`src/rtl/tlr_pkg.sv`:
```
// Shared types and constants for the terminated line receiver.
// No dependencies; imported by every module of the block except tlr_ram.
package tlr_pkg;

	localparam int STORE_DEPTH_DEF = 64;
	localparam logic [7:0] END_BYTE_RST = 8'd10;

	// APB register map: index = paddr[PADDR_W-1:2]
	localparam int PADDR_W = 3;
	localparam logic REG_END_BYTE = 1'b0;

	typedef enum logic {
		REQ_BYTE  = 1'b0,
		REQ_FETCH = 1'b1
	} req_t;

	typedef enum logic [1:0] {
		ST_WAITING = 2'd0,
		ST_SUCCESS = 2'd1,
		ST_ERROR   = 2'd2
	} status_t;

	typedef enum logic {
		S_IDLE,
		S_STREAM
	} fsm_t;

	typedef struct packed {
		req_t       req_type;
		logic [7:0] rx_byte;
		logic [7:0] read_limit;
	} in_word_t;

	typedef struct packed {
		status_t    status;
		logic [7:0] data;
		logic       data_valid;
		logic       last;
	} out_word_t;

	// Controller -> output queue
	typedef struct packed {
		logic      push;
		out_word_t word;
	} oq_push_t;

	// Output queue -> controller
	typedef struct packed {
		logic [1:0] level;
		logic       pop;
	} oq_stat_t;

endpackage

```
`src/rtl/tlr_ram.sv`:
```
// Generic simple dual-port RAM, one write and one registered read port.
// No dependencies.
module tlr_ram #(
	parameter int WIDTH = 8,
	parameter int DEPTH = 64
) (
	input  logic                     clk,
	input  logic                     we,
	input  logic [$clog2(DEPTH)-1:0] waddr,
	input  logic [WIDTH-1:0]         wdata,
	input  logic                     re,
	input  logic [$clog2(DEPTH)-1:0] raddr,
	output logic [WIDTH-1:0]         rdata
);

	logic [WIDTH-1:0] mem [DEPTH];

	always_ff @(posedge clk) begin
		if (we) begin
			mem[waddr] <= wdata;
		end
		if (re) begin
			rdata <= mem[raddr];
		end
	end

endmodule

```
`src/rtl/tlr_out_fifo.sv`:
```
// Two-entry result queue that decouples the line store read from the output.
// Depends on tlr_pkg.
module tlr_out_fifo
	import tlr_pkg::*;
(
	input  logic      clk,
	input  logic      arst_n,
	input  oq_push_t  push,
	output logic      out_valid,
	input  logic      out_ready,
	output out_word_t out_word,
	output oq_stat_t  stat
);

	out_word_t  ent_q [2];
	logic       wp_q;
	logic       rp_q;
	logic [1:0] level_q;
	logic       pop;

	assign out_valid  = (level_q != 2'd0);
	assign out_word   = ent_q[rp_q];
	assign pop        = out_valid & out_ready;
	assign stat.level = level_q;
	assign stat.pop   = pop;

	always_ff @(posedge clk) begin
		if (push.push) begin
			ent_q[wp_q] <= push.word;
		end
	end

	always_ff @(posedge clk or negedge arst_n) begin
		if (!arst_n) begin
			wp_q    <= 1'b0;
			rp_q    <= 1'b0;
			level_q <= 2'd0;
		end else begin
			if (push.push) begin
				wp_q <= ~wp_q;
			end
			if (pop) begin
				rp_q <= ~rp_q;
			end
			level_q <= level_q + {1'b0, push.push} - {1'b0, pop};
		end
	end

endmodule

```
`src/rtl/tlr_ctrl.sv`:
```
// Line controller: fill count, flags, store writes and fetch streaming.
// Depends on tlr_pkg and tlr_ram.
module tlr_ctrl
	import tlr_pkg::*;
#(
	parameter int STORE_DEPTH = STORE_DEPTH_DEF
) (
	input  logic       clk,
	input  logic       arst_n,
	input  logic       in_valid,
	output logic       in_ready,
	input  in_word_t   in_word,
	input  logic [7:0] end_byte,
	input  oq_stat_t   oq_stat,
	output oq_push_t   oq_push
);

	localparam int AW = $clog2(STORE_DEPTH);
	localparam int CW = $clog2(STORE_DEPTH + 1);

	fsm_t                   state_q, state_d;
	logic [CW-1:0]          fill_q;
	logic                   closed_q;
	logic                   error_q;
	logic [STORE_DEPTH-1:0] vld_q;
	logic [AW-1:0]          ptr_q;
	logic [AW-1:0]          last_idx_q;

	logic      pend_s1;
	out_word_t res_s1;
	logic      hit_s1;

	logic       room;
	logic [2:0] inflight;
	logic       acc_byte;
	logic       acc_fetch;
	logic       is_end;
	logic       we;
	logic [7:0] wdata;
	logic [7:0] rdata;
	logic       re;
	logic       issue;
	out_word_t  issue_res;
	logic [7:0] lim_clamp;
	logic       reopen;

	// slots taken in the queue, counting the read in flight
	assign inflight = {1'b0, oq_stat.level} + {2'b0, pend_s1} - {2'b0, oq_stat.pop};
	assign room     = (inflight < 3'd2);

	assign acc_byte  = in_valid & in_ready & (in_word.req_type == REQ_BYTE);
	assign acc_fetch = in_valid & in_ready & (in_word.req_type == REQ_FETCH);
	assign is_end    = (in_word.rx_byte == end_byte);
	assign we        = acc_byte & ~closed_q &
		((is_end & (fill_q < CW'(STORE_DEPTH))) |
		 (~is_end & (fill_q < CW'(STORE_DEPTH - 1))));
	assign wdata     = is_end ? 8'h00 : in_word.rx_byte;
	assign lim_clamp = (in_word.read_limit > 8'(STORE_DEPTH)) ?
		8'(STORE_DEPTH) : in_word.read_limit;
	assign reopen    = acc_fetch & closed_q & ~error_q;

	tlr_ram #(
		.WIDTH(8),
		.DEPTH(STORE_DEPTH)
	) u_store (
		.clk  (clk),
		.we   (we),
		.waddr(fill_q[AW-1:0]),
		.wdata(wdata),
		.re   (re),
		.raddr(ptr_q),
		.rdata(rdata)
	);

	always_comb begin
		state_d   = state_q;
		in_ready  = 1'b0;
		issue     = 1'b0;
		re        = 1'b0;
		issue_res = '{status: ST_SUCCESS, data: 8'h00, data_valid: 1'b0, last: 1'b1};
		unique case (state_q)
			S_IDLE: begin
				in_ready = room;
				if (acc_fetch) begin
					if (!closed_q) begin
						issue            = 1'b1;
						issue_res.status = ST_WAITING;
					end else if (error_q) begin
						issue            = 1'b1;
						issue_res.status = ST_ERROR;
					end else if (lim_clamp == 8'd0) begin
						issue = 1'b1;
					end else begin
						state_d = S_STREAM;
					end
				end
			end
			S_STREAM: begin
				if (room) begin
					issue                = 1'b1;
					re                   = 1'b1;
					issue_res.data_valid = 1'b1;
					issue_res.last       = (ptr_q == last_idx_q);
					if (ptr_q == last_idx_q) begin
						state_d = S_IDLE;
					end
				end
			end
			default: state_d = S_IDLE;
		endcase
	end

	always_ff @(posedge clk or negedge arst_n) begin
		if (!arst_n) begin
			state_q  <= S_IDLE;
			fill_q   <= '0;
			closed_q <= 1'b0;
			error_q  <= 1'b0;
			vld_q    <= '0;
			ptr_q    <= '0;
			pend_s1  <= 1'b0;
		end else begin
			state_q <= state_d;
			pend_s1 <= issue;
			if (acc_byte && !closed_q) begin
				if (is_end) begin
					closed_q <= 1'b1;
				end else if (fill_q >= CW'(STORE_DEPTH - 1)) begin
					closed_q <= 1'b1;
					error_q  <= 1'b1;
				end
			end
			if (we) begin
				fill_q                <= fill_q + CW'(1);
				vld_q[fill_q[AW-1:0]] <= 1'b1;
			end
			if (reopen) begin
				fill_q   <= '0;
				closed_q <= 1'b0;
				ptr_q    <= '0;
			end else if (re) begin
				ptr_q <= ptr_q + AW'(1);
			end
		end
	end

	// payload of the stage that waits on the store read
	always_ff @(posedge clk) begin
		if (reopen) begin
			last_idx_q <= AW'(lim_clamp - 8'd1);
		end
		if (issue) begin
			res_s1 <= issue_res;
			hit_s1 <= re & vld_q[ptr_q];
		end
	end

	// never-written entries read as zero
	always_comb begin
		oq_push.push = pend_s1;
		oq_push.word = res_s1;
		oq_push.word.data = (res_s1.data_valid && hit_s1) ? rdata : 8'h00;
	end

endmodule

```
`src/rtl/terminated_line_receiver_top.sv`:
```
// Terminated line receiver top: APB end-byte register, controller, result queue.
// A received byte is stored at its accept edge. A status answer goes through the
// read stage register, then the result queue. A streamed line enters S_STREAM; each
// byte goes through the store read and the queue, one per cycle while out_ready
// holds. Throughput: one item per cycle while the queue has room; none in S_STREAM.
// Reset: flags, fill count and store valid bits clear at once; no clearing pass.
module terminated_line_receiver_top
	import tlr_pkg::*;
#(
	parameter int STORE_DEPTH = STORE_DEPTH_DEF
) (
	input  logic               clk,
	input  logic               arst_n,
	input  logic               in_valid,
	output logic               in_ready,
	input  in_word_t           in_word,
	output logic               out_valid,
	input  logic               out_ready,
	output out_word_t          out_word,
	input  logic               psel,
	input  logic               penable,
	input  logic               pwrite,
	input  logic [PADDR_W-1:0] paddr,
	input  logic [31:0]        pwdata,
	output logic [31:0]        prdata,
	output logic               pready
);

	logic [7:0] end_byte_q;
	logic       reg_idx;
	logic       cfg_wr;
	oq_push_t   oq_push;
	oq_stat_t   oq_stat;

	// APB: zero-wait, register index taken from the word address
	assign pready  = 1'b1;
	assign reg_idx = paddr[PADDR_W-1];
	assign cfg_wr  = psel & penable & pwrite & pready;

	always_ff @(posedge clk or negedge arst_n) begin
		if (!arst_n) begin
			end_byte_q <= END_BYTE_RST;
		end else if (cfg_wr && reg_idx == REG_END_BYTE) begin
			end_byte_q <= pwdata[7:0];
		end
	end

	always_comb begin
		unique case (reg_idx)
			REG_END_BYTE: prdata = {24'h0, end_byte_q};
			default:      prdata = 32'h0;
		endcase
	end

	// Line state, store and fetch sequencer
	tlr_ctrl #(
		.STORE_DEPTH(STORE_DEPTH)
	) u_ctrl (
		.clk     (clk),
		.arst_n  (arst_n),
		.in_valid(in_valid),
		.in_ready(in_ready),
		.in_word (in_word),
		.end_byte(end_byte_q),
		.oq_stat (oq_stat),
		.oq_push (oq_push)
	);

	// Results wait here so a store read in flight can land under backpressure
	tlr_out_fifo u_oq (
		.clk      (clk),
		.arst_n   (arst_n),
		.push     (oq_push),
		.out_valid(out_valid),
		.out_ready(out_ready),
		.out_word (out_word),
		.stat     (oq_stat)
	);

	// Credit check: the queue is never pushed while full and not draining
	a_no_overflow: assert property (@(posedge clk) disable iff (!arst_n)
		!(oq_push.push && oq_stat.level == 2'd2 && !oq_stat.pop))
		else $error("result queue overflow");

	// Line bytes only ever come with a success status
	a_data_status: assert property (@(posedge clk) disable iff (!arst_n)
		(out_valid && out_word.data_valid) |-> (out_word.status == ST_SUCCESS))
		else $error("line byte with non-success status");

	// Status-only answers always end the fetch
	a_status_last: assert property (@(posedge clk) disable iff (!arst_n)
		(out_valid && !out_word.data_valid) |-> out_word.last)
		else $error("status word without last");

	// End byte register takes the APB write
	a_cfg_write: assert property (@(posedge clk) disable iff (!arst_n)
		(cfg_wr && reg_idx == REG_END_BYTE) |=> (end_byte_q == $past(pwdata[7:0])))
		else $error("end byte write lost");

endmodule

```
`config.mk`:
```
export PLATFORM = sky130hd
export DESIGN_NAME = terminated_line_receiver_top
export DESIGN_NICKNAME = d
export VERILOG_FILES = /design/src/rtl/tlr_pkg.sv /design/src/rtl/tlr_ram.sv /design/src/rtl/tlr_out_fifo.sv /design/src/rtl/tlr_ctrl.sv /design/src/rtl/terminated_line_receiver_top.sv
export SDC_FILE = /design/constraint.sdc
export NUM_CORES = 1
export LEC_CHECK = 0
export BUFFER_PORTS_ARGS = -buffer_cell sky130_fd_sc_hd__buf_2
export CAP_MARGIN = 20
export CORE_ASPECT_RATIO = 0.5
export CORE_MARGIN = 10
export CORE_UTILIZATION = 65
export CTS_CLUSTER_DIAMETER = 50
export CTS_CLUSTER_SIZE = 28
export DETAILED_ROUTE_END_ITERATION = 8
export PLACE_DENSITY = 0.83
export SETUP_SLACK_MARGIN = 0.2
export SLEW_MARGIN = 25
export SYNTH_ARGS = -nofsm -noshare
export SYNTH_HDL_FRONTEND = slang
export SYNTH_HIERARCHICAL = 1
export SYNTH_SLANG_ARGS = --single-unit
```
`constraint.sdc`:
```
create_clock -name clk -period 8.55 [get_ports clk]
set_clock_uncertainty 0.05 [all_clocks]
set_input_delay 0.855 -clock clk [delete_from_list [all_inputs] [get_ports clk]]
set_output_delay 0.855 -clock clk [all_outputs]
set_load 0.05 [all_outputs]
```
==> results of run 1 <==
[layout make-up]
class / count / area [um2] / area share (%)
tap: 540 / 676 / 2.38
inverter: 12 / 45.0 / 0.159
multi-input combinational: 712 / 7020 / 24.7
clock buffer: 39 / 933 / 3.29
clock inverter: 26 / 259 / 0.912
timing repair buffer: 72 / 460 / 1.62
sequential: 648 / 19000 / 66.9
[sequential cells by signal, summed over array words and instances, names as in the netlist]
name,count
u_ctrl/u_store/mem,512
u_ctrl/vld_q,64
u_oq/ent_q,24
end_byte_q,8
u_ctrl/u_store/rdata,8
u_ctrl/fill_q,7
u_ctrl/last_idx_q,6
u_ctrl/ptr_q,6
u_ctrl/oq_push,4
u_oq/level_q,2
u_ctrl/closed_q,1
u_ctrl/error_q,1
u_ctrl/hit_s1,1
u_ctrl/pend_s1,1
u_ctrl/state_q,1
u_oq/rp_q,1
u_oq/wp_q,1
[worst min-delay path by stage]
stage	from	endpoint	slack, ns	cells after the start
after floorplan	u_ctrl/vld_q[12]	u_ctrl/vld_q[12]	0.37	1
after global placement	u_ctrl/vld_q[28]	u_ctrl/vld_q[28]	0.38	1
after detailed placement	u_ctrl/oq_push[11]	u_oq/ent_q[0][11]	0.39	0
after CTS	arst_n	u_ctrl/ptr_q[0]	0.21	1
after global routing	arst_n	u_ctrl/ptr_q[0]	0.23	1
final	arst_n	u_ctrl/ptr_q[0]	0.21	1
[synth_stat cells, types with 4 or more instances]
| cell type | count |
|---|---|
| sky130_fd_sc_hd__nor3_1 | 12 |
| sky130_fd_sc_hd__nand2_1 | 45 |
| sky130_fd_sc_hd__a21o_1 | 64 |
| sky130_fd_sc_hd__nand4_1 | 7 |
| sky130_fd_sc_hd__nor4_1 | 9 |
| sky130_fd_sc_hd__buf_6 | 7 |
| sky130_fd_sc_hd__o21a_1 | 5 |
| sky130_fd_sc_hd__a211oi_1 | 5 |
| sky130_fd_sc_hd__and3_1 | 10 |
| sky130_fd_sc_hd__buf_4 | 42 |
| sky130_fd_sc_hd__o221ai_1 | 8 |
| sky130_fd_sc_hd__nand3b_1 | 5 |
| sky130_fd_sc_hd__nor2_1 | 103 |
| sky130_fd_sc_hd__nor2b_1 | 20 |
| sky130_fd_sc_hd__nand3_1 | 19 |
| sky130_fd_sc_hd__clkbuf_1 | 25 |
| sky130_fd_sc_hd__and2b_2 | 8 |
| sky130_fd_sc_hd__mux4_2 | 138 |
| sky130_fd_sc_hd__nor3b_1 | 4 |
| sky130_fd_sc_hd__buf_1 | 6 |
| sky130_fd_sc_hd__dfrtp_1 | 91 |
| sky130_fd_sc_hd__mux2_4 | 9 |
| sky130_fd_sc_hd__mux2_2 | 29 |
| sky130_fd_sc_hd__ha_1 | 7 |
| sky130_fd_sc_hd__a221oi_1 | 6 |
| sky130_fd_sc_hd__edfxtp_1 | 555 |
| sky130_fd_sc_hd__a21oi_1 | 12 |
| sky130_fd_sc_hd__xnor2_1 | 6 |
| sky130_fd_sc_hd__or2_2 | 4 |
| sky130_fd_sc_hd__a2111oi_0 | 4 |
| sky130_fd_sc_hd__inv_1 | 10 |
| sky130_fd_sc_hd__buf_2 | 15 |
| sky130_fd_sc_hd__o22ai_1 | 11 |
| sky130_fd_sc_hd__and2_1 | 11 |
| sky130_fd_sc_hd__o21ai_0 | 12 |
| sky130_fd_sc_hd__xor2_1 | 18 |
| sky130_fd_sc_hd__nand2b_1 | 18 |
| sky130_fd_sc_hd__mux2i_1 | 28 |
[power breakdown]
part           switching, mW  internal (mW)
clock network           1.06          0.844
registers              0.264           3.58
logic                   1.16          0.879
total                   2.48           5.30
[per-stage QoR]
stage / worst slack, ns / hold slack, ns / utilization [%] / instance area (um2)
after CTS: 3.55 / 0.212 / 70.3 / 28400
after global placement: 3.33 / 0.380 / 67.1 / 27100
final: 3.45 / 0.213 / 70.3 / 28400
after detailed placement: 3.23 / 0.391 / 67.3 / 27200
after global routing: 3.30 / 0.231 / 70.3 / 28400
after floorplan: 4.17 / 0.370 / - / 26600
[cell usage in the layout, fill, tap and decap left out, types with 25 or more instances in the layout]
cell                          n
sky130_fd_sc_hd__conb_1      25
sky130_fd_sc_hd__mux2i_1     28
sky130_fd_sc_hd__edfxtp_1   555
sky130_fd_sc_hd__dfrtp_1     87
sky130_fd_sc_hd__nand2_1     45
sky130_fd_sc_hd__nor2_1     103
sky130_fd_sc_hd__mux4_2     138
sky130_fd_sc_hd__mux2_2      29
sky130_fd_sc_hd__clkbuf_16   37
sky130_fd_sc_hd__a21o_1      64
sky130_fd_sc_hd__buf_2       53
[per-layer routing]
| layer | GRT usage [%] | share of wire, % | vias up |
|---|---|---|---|
| met2 | 40.9 | 49 | 1093 |
| met4 | 7.32 | 3.4 | 2 |
| met3 | 6.25 | 12 | 177 |
| met5 | 0 | 0.012 | - |
| li1 | - | - | 5753 |
| met1 | 31.4 | 35 | 7287 |
[logic make-up (layout without fill, tap and decap cells)]
group	after synthesis	count (layout)	share of synthesized area, %
compound gates	158	158	4.36
xor+xnor	25	25	0.853
fa+ha+maj	8	8	0.405
buf+inv	109	149	2.53
flops	648	648	71.5
mux	204	204	14.5
other cells	2	25	0.0283
simple gates	292	292	5.78
==> flow_summary.toml, run 1 <==
[drt]
wl_um = 60500
dr.first_iter.drc_count = 1970
via_per_inst = 6.98
routed-via-count = 14300
wl_per_cell_um = 29.6
drtAntennaViolNets = 0
number_of_search_and_repair_iterations_in_the_first_detailed_routing_pass = 6
drc_markers = 0

[synth]
post-synth-top-area-cell = "sky130_fd_sc_hd__edfxtp_1"
synth_top_area_share_pct = 62.8
synthesized_instance_count = 1446
dominantRegCellSynth = "sky130_fd_sc_hd__edfxtp_1"
async_flop_share_pct = 14.4
seq_area_frac_synth_pct = 71.5
number_of_enable_flip_flop_cells_after_synthesis = 555
synth_warnings = 6
synth_area_um2 = 26600
postSynthAreaPerCell_um2 = 18.4
post_synth_num_cell_types = 74
postSynthRegisterBits = 648
synthTopCellsByArea = "sky130_fd_sc_hd__edfxtp_1 (63%), sky130_fd_sc_hd__mux4_2 (12%), sky130_fd_sc_hd__dfrtp_1 (8.6%), sky130_fd_sc_hd__a21o_1 (1.8%), sky130_fd_sc_hd__nor2_1 (1.5%)"

[hold_path]
hold_class = "input port to async pin"

[worst_setup_path]
timing.critical_path.from_type = "flip-flop"
crit_path_start = "u_oq/level_q[1]"
cp.depth = 12
critPathCaptureType = "flip-flop"
crit_fanout = 9
rr_startpoint = "u_oq/level_q[1]"
worst-setup-path-type = "flip-flop to flip-flop"
reg2reg_slack_ns = 3.45
critical_path.endpoint = "u_ctrl/u_store/mem[62][0]"
worstRegToRegCells = 12
critical_path_arrival_ns = 5.23
data_required_time_at_the_worst_endpoint_ns = 8.68
critPathBufInv = 1
critical-path-slowest-cell = "sky130_fd_sc_hd__nor2_1"
critical-path-max-stage-delay_ns = 0.84
r2r-end = "u_ctrl/u_store/mem[62][0]"
cp_cell_sequence = "o21a_1 -> ha_1 -> nand2b_1 -> fa_1 -> xnor2_2 -> nand3_2 -> or3_4 -> a31o_2 -> inv_1 -> nor2b_1 -> nand3_1 -> nor2_1"
cpLargestDelayFamily = "simple AND/OR/NAND/NOR gates"

[clocking]
clkTransAtPathRegs_ns = 0.09
tritoncts = "done"
cts_resized = 0
post_cts_hold_buffer_count = 0
clkLatencyLatePin_ns = 0.58
cell_at_the_root_of_the_clock_tree = "sky130_fd_sc_hd__clkbuf_16"
cts_sinks = 648
cts_setup_buffers = 0
max-clock-path-buffers = 3
htreeDepth = 2
cts_inserted_buffers = 37

[die]
die_x_um = 306
floorplan.die.height_um = 163
rows = 52
start_util_pct = 65.7
area_of_the_placeable_core_um2 = 40400
dieArea_um2 = 49800
design.portCount = 106

[sta]
tightestPinTransition_ns = 1.02
achievable-frequency_mhz = 196
finalHoldViolations = 0
fin_crit_sh_pct = 59.7
rsz0062_at_grt = "no"
setup-violations-final = 0
fin_tns_setup_ns = 0
max-slew-margin-rel_pct = 32.0
drv_slew = 0
final_period_minus_worst_setup_slack_ns = 5.10

[pwr]
power_density_of_the_placed_cells_nw_per_um2 = 274
power.total_mw = 7.78
vdd_ir_drop_max_uv = 234
p_leak_nw = 9.95

[finish]
fillers = 2274
layout-drive-gt1-share_pct = 23.7
antenna-diode-count = 0
final_net_count = 1550
area_delta_synth_final_pct = 6.96
cell_count_final_fillers_out = 2049

[flow_run]
timing.max_cap.violations = 0

[placement]
numPortBuffers = 54
post-place-cells = 1984
gp_congestion = 0.840
post-dp-hpwl_um = 35800

[global_route]
grt_pass1_wl_um = 91800
first_global_vias = 14500
grt_antenna_before_repair = 1
maximum_number_of_pins_on_one_net_before_global_route_repair = 106
grt_util_all_layers_pct = 24.4
globalRouteOverflowTotal = 0

[run_status]
status = "finished clean"
Power figures use the tool's default switching activity.
==> run 2: changes to the inputs <==
--- a/config.mk
+++ b/config.mk
@@ -5,15 +5,16 @@
 export SDC_FILE = /design/constraint.sdc
 export NUM_CORES = 1
 export LEC_CHECK = 0
+export ABC_AREA = 1
 export BUFFER_PORTS_ARGS = -buffer_cell sky130_fd_sc_hd__buf_2
 export CAP_MARGIN = 20
 export CORE_ASPECT_RATIO = 0.5
 export CORE_MARGIN = 10
-export CORE_UTILIZATION = 65
+export CORE_UTILIZATION = 56
 export CTS_CLUSTER_DIAMETER = 50
 export CTS_CLUSTER_SIZE = 28
 export DETAILED_ROUTE_END_ITERATION = 8
-export PLACE_DENSITY = 0.83
+export PLACE_DENSITY = 0.76
 export SETUP_SLACK_MARGIN = 0.2
 export SLEW_MARGIN = 25
 export SYNTH_ARGS = -nofsm -noshare
==> constraint.sdc (replaced) <==
create_clock -name clk -period 4.3 [get_ports clk]
set_clock_uncertainty 0.05 [all_clocks]
set_input_delay 0.43 -clock clk [delete_from_list [all_inputs] [get_ports clk]]
set_output_delay 0.43 -clock clk [all_outputs]
set_load 0.05 [all_outputs]
==> run 2 against run 1 <==
Clock power rose by 110%. Clock-buffer cell count up 2. Cell area rose by 6.7%. Synthesized cell count up 80%. Fmax is 33% higher. Routed wire length rose by 8.1%. Non-clock buffer count grew 61. Area after synthesis increased by 5.7%. Sequential power rose by 83%. Die area rose by 20%. Via count up 35%.
==> flow_summary.toml, run 2 <==
[run_status]
status = "finished clean"

[finish]
largest_regs = "u_ctrl/u_store/mem x512, u_ctrl/vld_q x64, u_oq/ent_q x24"
most_frequent_standard_cell_in_the_layout_excluding_fill_and_tap_cells = "sky130_fd_sc_hd__nand2_1"
layout.cells.most_common_list = "sky130_fd_sc_hd__nand2_1 (892), sky130_fd_sc_hd__edfxtp_1 (555), sky130_fd_sc_hd__nand3_1 (495)"
area_delta_synth_final_pct = 7.94
multi_input_area_um2 = 7800
finished_layout_cell_area_um2 = 30300
final_net_count = 2704
layout-drive-gt1-share_pct = 9.34
fillers = 3745
finish.utilization_pct = 61.8
antenna-diode-count = 0
area.sequential_um2 = 19000
largest_reg_flops = 512
registers.top_by_ff_count = "u_ctrl/u_store/mem"

[die]
design.portCount = 106
rows = 57
die_x_um = 337
dieArea_um2 = 60000
start_util_pct = 57.2
area_of_the_placeable_core_um2 = 49100
floorplan.die.height_um = 178

[synth]
synth_top_area_share_pct = 59.4
number_of_enable_flip_flop_cells_after_synthesis = 555
async_flop_share_pct = 14.4
post_synth_num_cell_types = 38
synth_area_um2 = 28100
post-synth-top-count-cell = "sky130_fd_sc_hd__nand2_1"
synthesized_instance_count = 2607
seq_area_frac_synth_pct = 67.7
post-synth-top-area-cell = "sky130_fd_sc_hd__edfxtp_1"
synth_top_cells_by_count = "sky130_fd_sc_hd__nand2_1 (895), sky130_fd_sc_hd__edfxtp_1 (555), sky130_fd_sc_hd__nand3_1 (495)"
synthTopCellsByArea = "sky130_fd_sc_hd__edfxtp_1 (59%), sky130_fd_sc_hd__nand2_1 (12%), sky130_fd_sc_hd__nand3_1 (8.8%), sky130_fd_sc_hd__dfrtp_1 (8.1%), sky130_fd_sc_hd__buf_6 (1.5%)"
postSynthAreaPerCell_um2 = 10.8
synth_warnings = 6
postSynthRegisterBits = 648
dominantRegCellSynth = "sky130_fd_sc_hd__edfxtp_1"

[drt]
routed-via-count = 19300
dr.first_iter.drc_count = 2490
via_per_inst = 5.82
wl_um = 65500
drc_markers = 0
wl_per_cell_um = 19.8
number_of_search_and_repair_iterations_in_the_first_detailed_routing_pass = 6
drtAntennaViolNets = 0

[sta]
drv_slew = 0
rsz0062_at_grt = "no"
setup-violations-final = 0
final_period_minus_worst_setup_slack_ns = 3.85
hold_slack_ns = 0.0445
tightestPinTransition_ns = 0.988
layout_setup_ws_ns = 0.451
max-slew-margin-rel_pct = 33.6
fin_tns_setup_ns = 0
achievable-frequency_mhz = 260
finalHoldViolations = 0
fin_crit_sh_pct = 89.5

[clocking]
cell_at_the_root_of_the_clock_tree = "sky130_fd_sc_hd__clkbuf_16"
post_cts_hold_buffer_count = 1
htreeDepth = 2
clkLatencyLatePin_ns = 0.57
cts_resized = 0
tritoncts = "done"
max-clock-path-buffers = 3
cts_sinks = 648
cts_inserted_buffers = 37
cts_setup_buffers = 0
clkTransAtPathRegs_ns = 0.08

[flow_run]
timing.max_cap.violations = 0

[worst_setup_path]
worst-setup-path-type = "flip-flop to flip-flop"
timing.critical_path.from_type = "flip-flop"
critical_path_arrival_ns = 4.01
data_required_time_at_the_worst_endpoint_ns = 4.46
crit_fanout = 11
critPathCaptureType = "flip-flop"

[placement]
gp_congestion = 0.880
post-dp-hpwl_um = 40600
pre_cts_slack_ns = 0.489
dpl_cell_area_um2 = 29000
numPortBuffers = 54

[global_route]
globalRouteOverflowTotal = 0
grt_pass1_wl_um = 101000
grt_antenna_before_repair = 0
grt_util_all_layers_pct = 21.6
first_global_vias = 18300
maximum_number_of_pins_on_one_net_before_global_route_repair = 193

[pwr]
p_leak_nw = 11.6
power_density_of_the_placed_cells_nw_per_um2 = 403
vdd_ir_drop_max_uv = 366

[hold_path]
hold_class = "input port to flip-flop"
-- run 2: changes by cell type in the layout (fill, tap and decap cells not counted), moves of 51 or more --
cell / previous run / this run
sky130_fd_sc_hd__nand2_1: 45 / 892
sky130_fd_sc_hd__buf_4: 16 / 73
sky130_fd_sc_hd__a21o_1: 64 / 0
sky130_fd_sc_hd__nand3_1: 19 / 495
sky130_fd_sc_hd__inv_1: 10 / 96
sky130_fd_sc_hd__mux4_2: 138 / 0
sky130_fd_sc_hd__o21bai_1: 1 / 52
-- run 2: cells by family after synthesis --
logic type      share of synthesized area [%]
buf+inv                                  5.66
simple gates                             23.5
compound gates                           2.31
fa+ha+maj                               0.383
flops                                    67.7
other cells                            0.0268
xor+xnor                                0.499
-- run 2: worst paths after layout --
kind | start | to | slack (ns) | cells past startpoint
worst max-delay path | u_oq/level_q[1] | u_ctrl/u_store/mem[23][5] | 0.45 | 17
worst min-delay path | pwdata[3] | end_byte_q[3] | 0.04 | 3
worst max register to register | u_oq/level_q[1] | u_ctrl/u_store/mem[23][5] | 0.45 | 17
worst min register to register | u_ctrl/oq_push[10] | u_oq/ent_q[0][10] | 0.42 | 0
max in group asynchronous | arst_n | u_ctrl/vld_q[63] | 2.87 | 3
min in group asynchronous | arst_n | u_ctrl/vld_q[7] | 0.50 | 2
-- run 2: per-stage QoR --
step / cells / power, mW
after global routing: 3314 / 12.6
final: 3314 / 12.2
after floorplan: 2630 / 7.98
after CTS: 3314 / 12.3
after detailed placement: 3246 / 8.30
after global placement: 3246 / 8.27
-- run 2: critical path: stages, from the launching register on --
cell                      delay (ns)
sky130_fd_sc_hd__dfrtp_1        0.46
sky130_fd_sc_hd__inv_2          0.14
sky130_fd_sc_hd__nand2_8        0.07
sky130_fd_sc_hd__nand2_4        0.07
sky130_fd_sc_hd__inv_2          0.05
sky130_fd_sc_hd__ha_4           0.20
sky130_fd_sc_hd__inv_2          0.05
sky130_fd_sc_hd__nand2_2        0.05
sky130_fd_sc_hd__fa_1           0.51
sky130_fd_sc_hd__nand2_1        0.07
sky130_fd_sc_hd__nor2_2         0.14
sky130_fd_sc_hd__nand4_1        0.15
sky130_fd_sc_hd__nor2_1         0.19
sky130_fd_sc_hd__nand3_2        0.12
sky130_fd_sc_hd__inv_2          0.21
sky130_fd_sc_hd__nand4_1        0.15
sky130_fd_sc_hd__buf_4          0.26
sky130_fd_sc_hd__nor2_1         0.57
-- run 2: final cells by class --
cell class                 count  share of cell area, %
sequential                   648                   62.7
timing repair buffer         133                   3.11
clock buffer                  41                   3.28
inverter                     111                   1.40
clock inverter                26                   1.07
tap                          649                   2.68
multi-input combinational   1706                   25.7
-- run 2: layer usage --
layer	vias to the layer above	routed length, um	track usage [%]
met5	-	0	0
met4	0	1800	6.62
met3	138	6920	3.80
met2	1017	30500	34.9
met1	9224	26300	29.6
li1	8908	-	-
-- run 2: where the power goes --
part	internal (mW)	switching (mW)
logic	0.260	0.882
clock network	1.86	2.19
registers	6.92	0.103
total	9.04	3.17
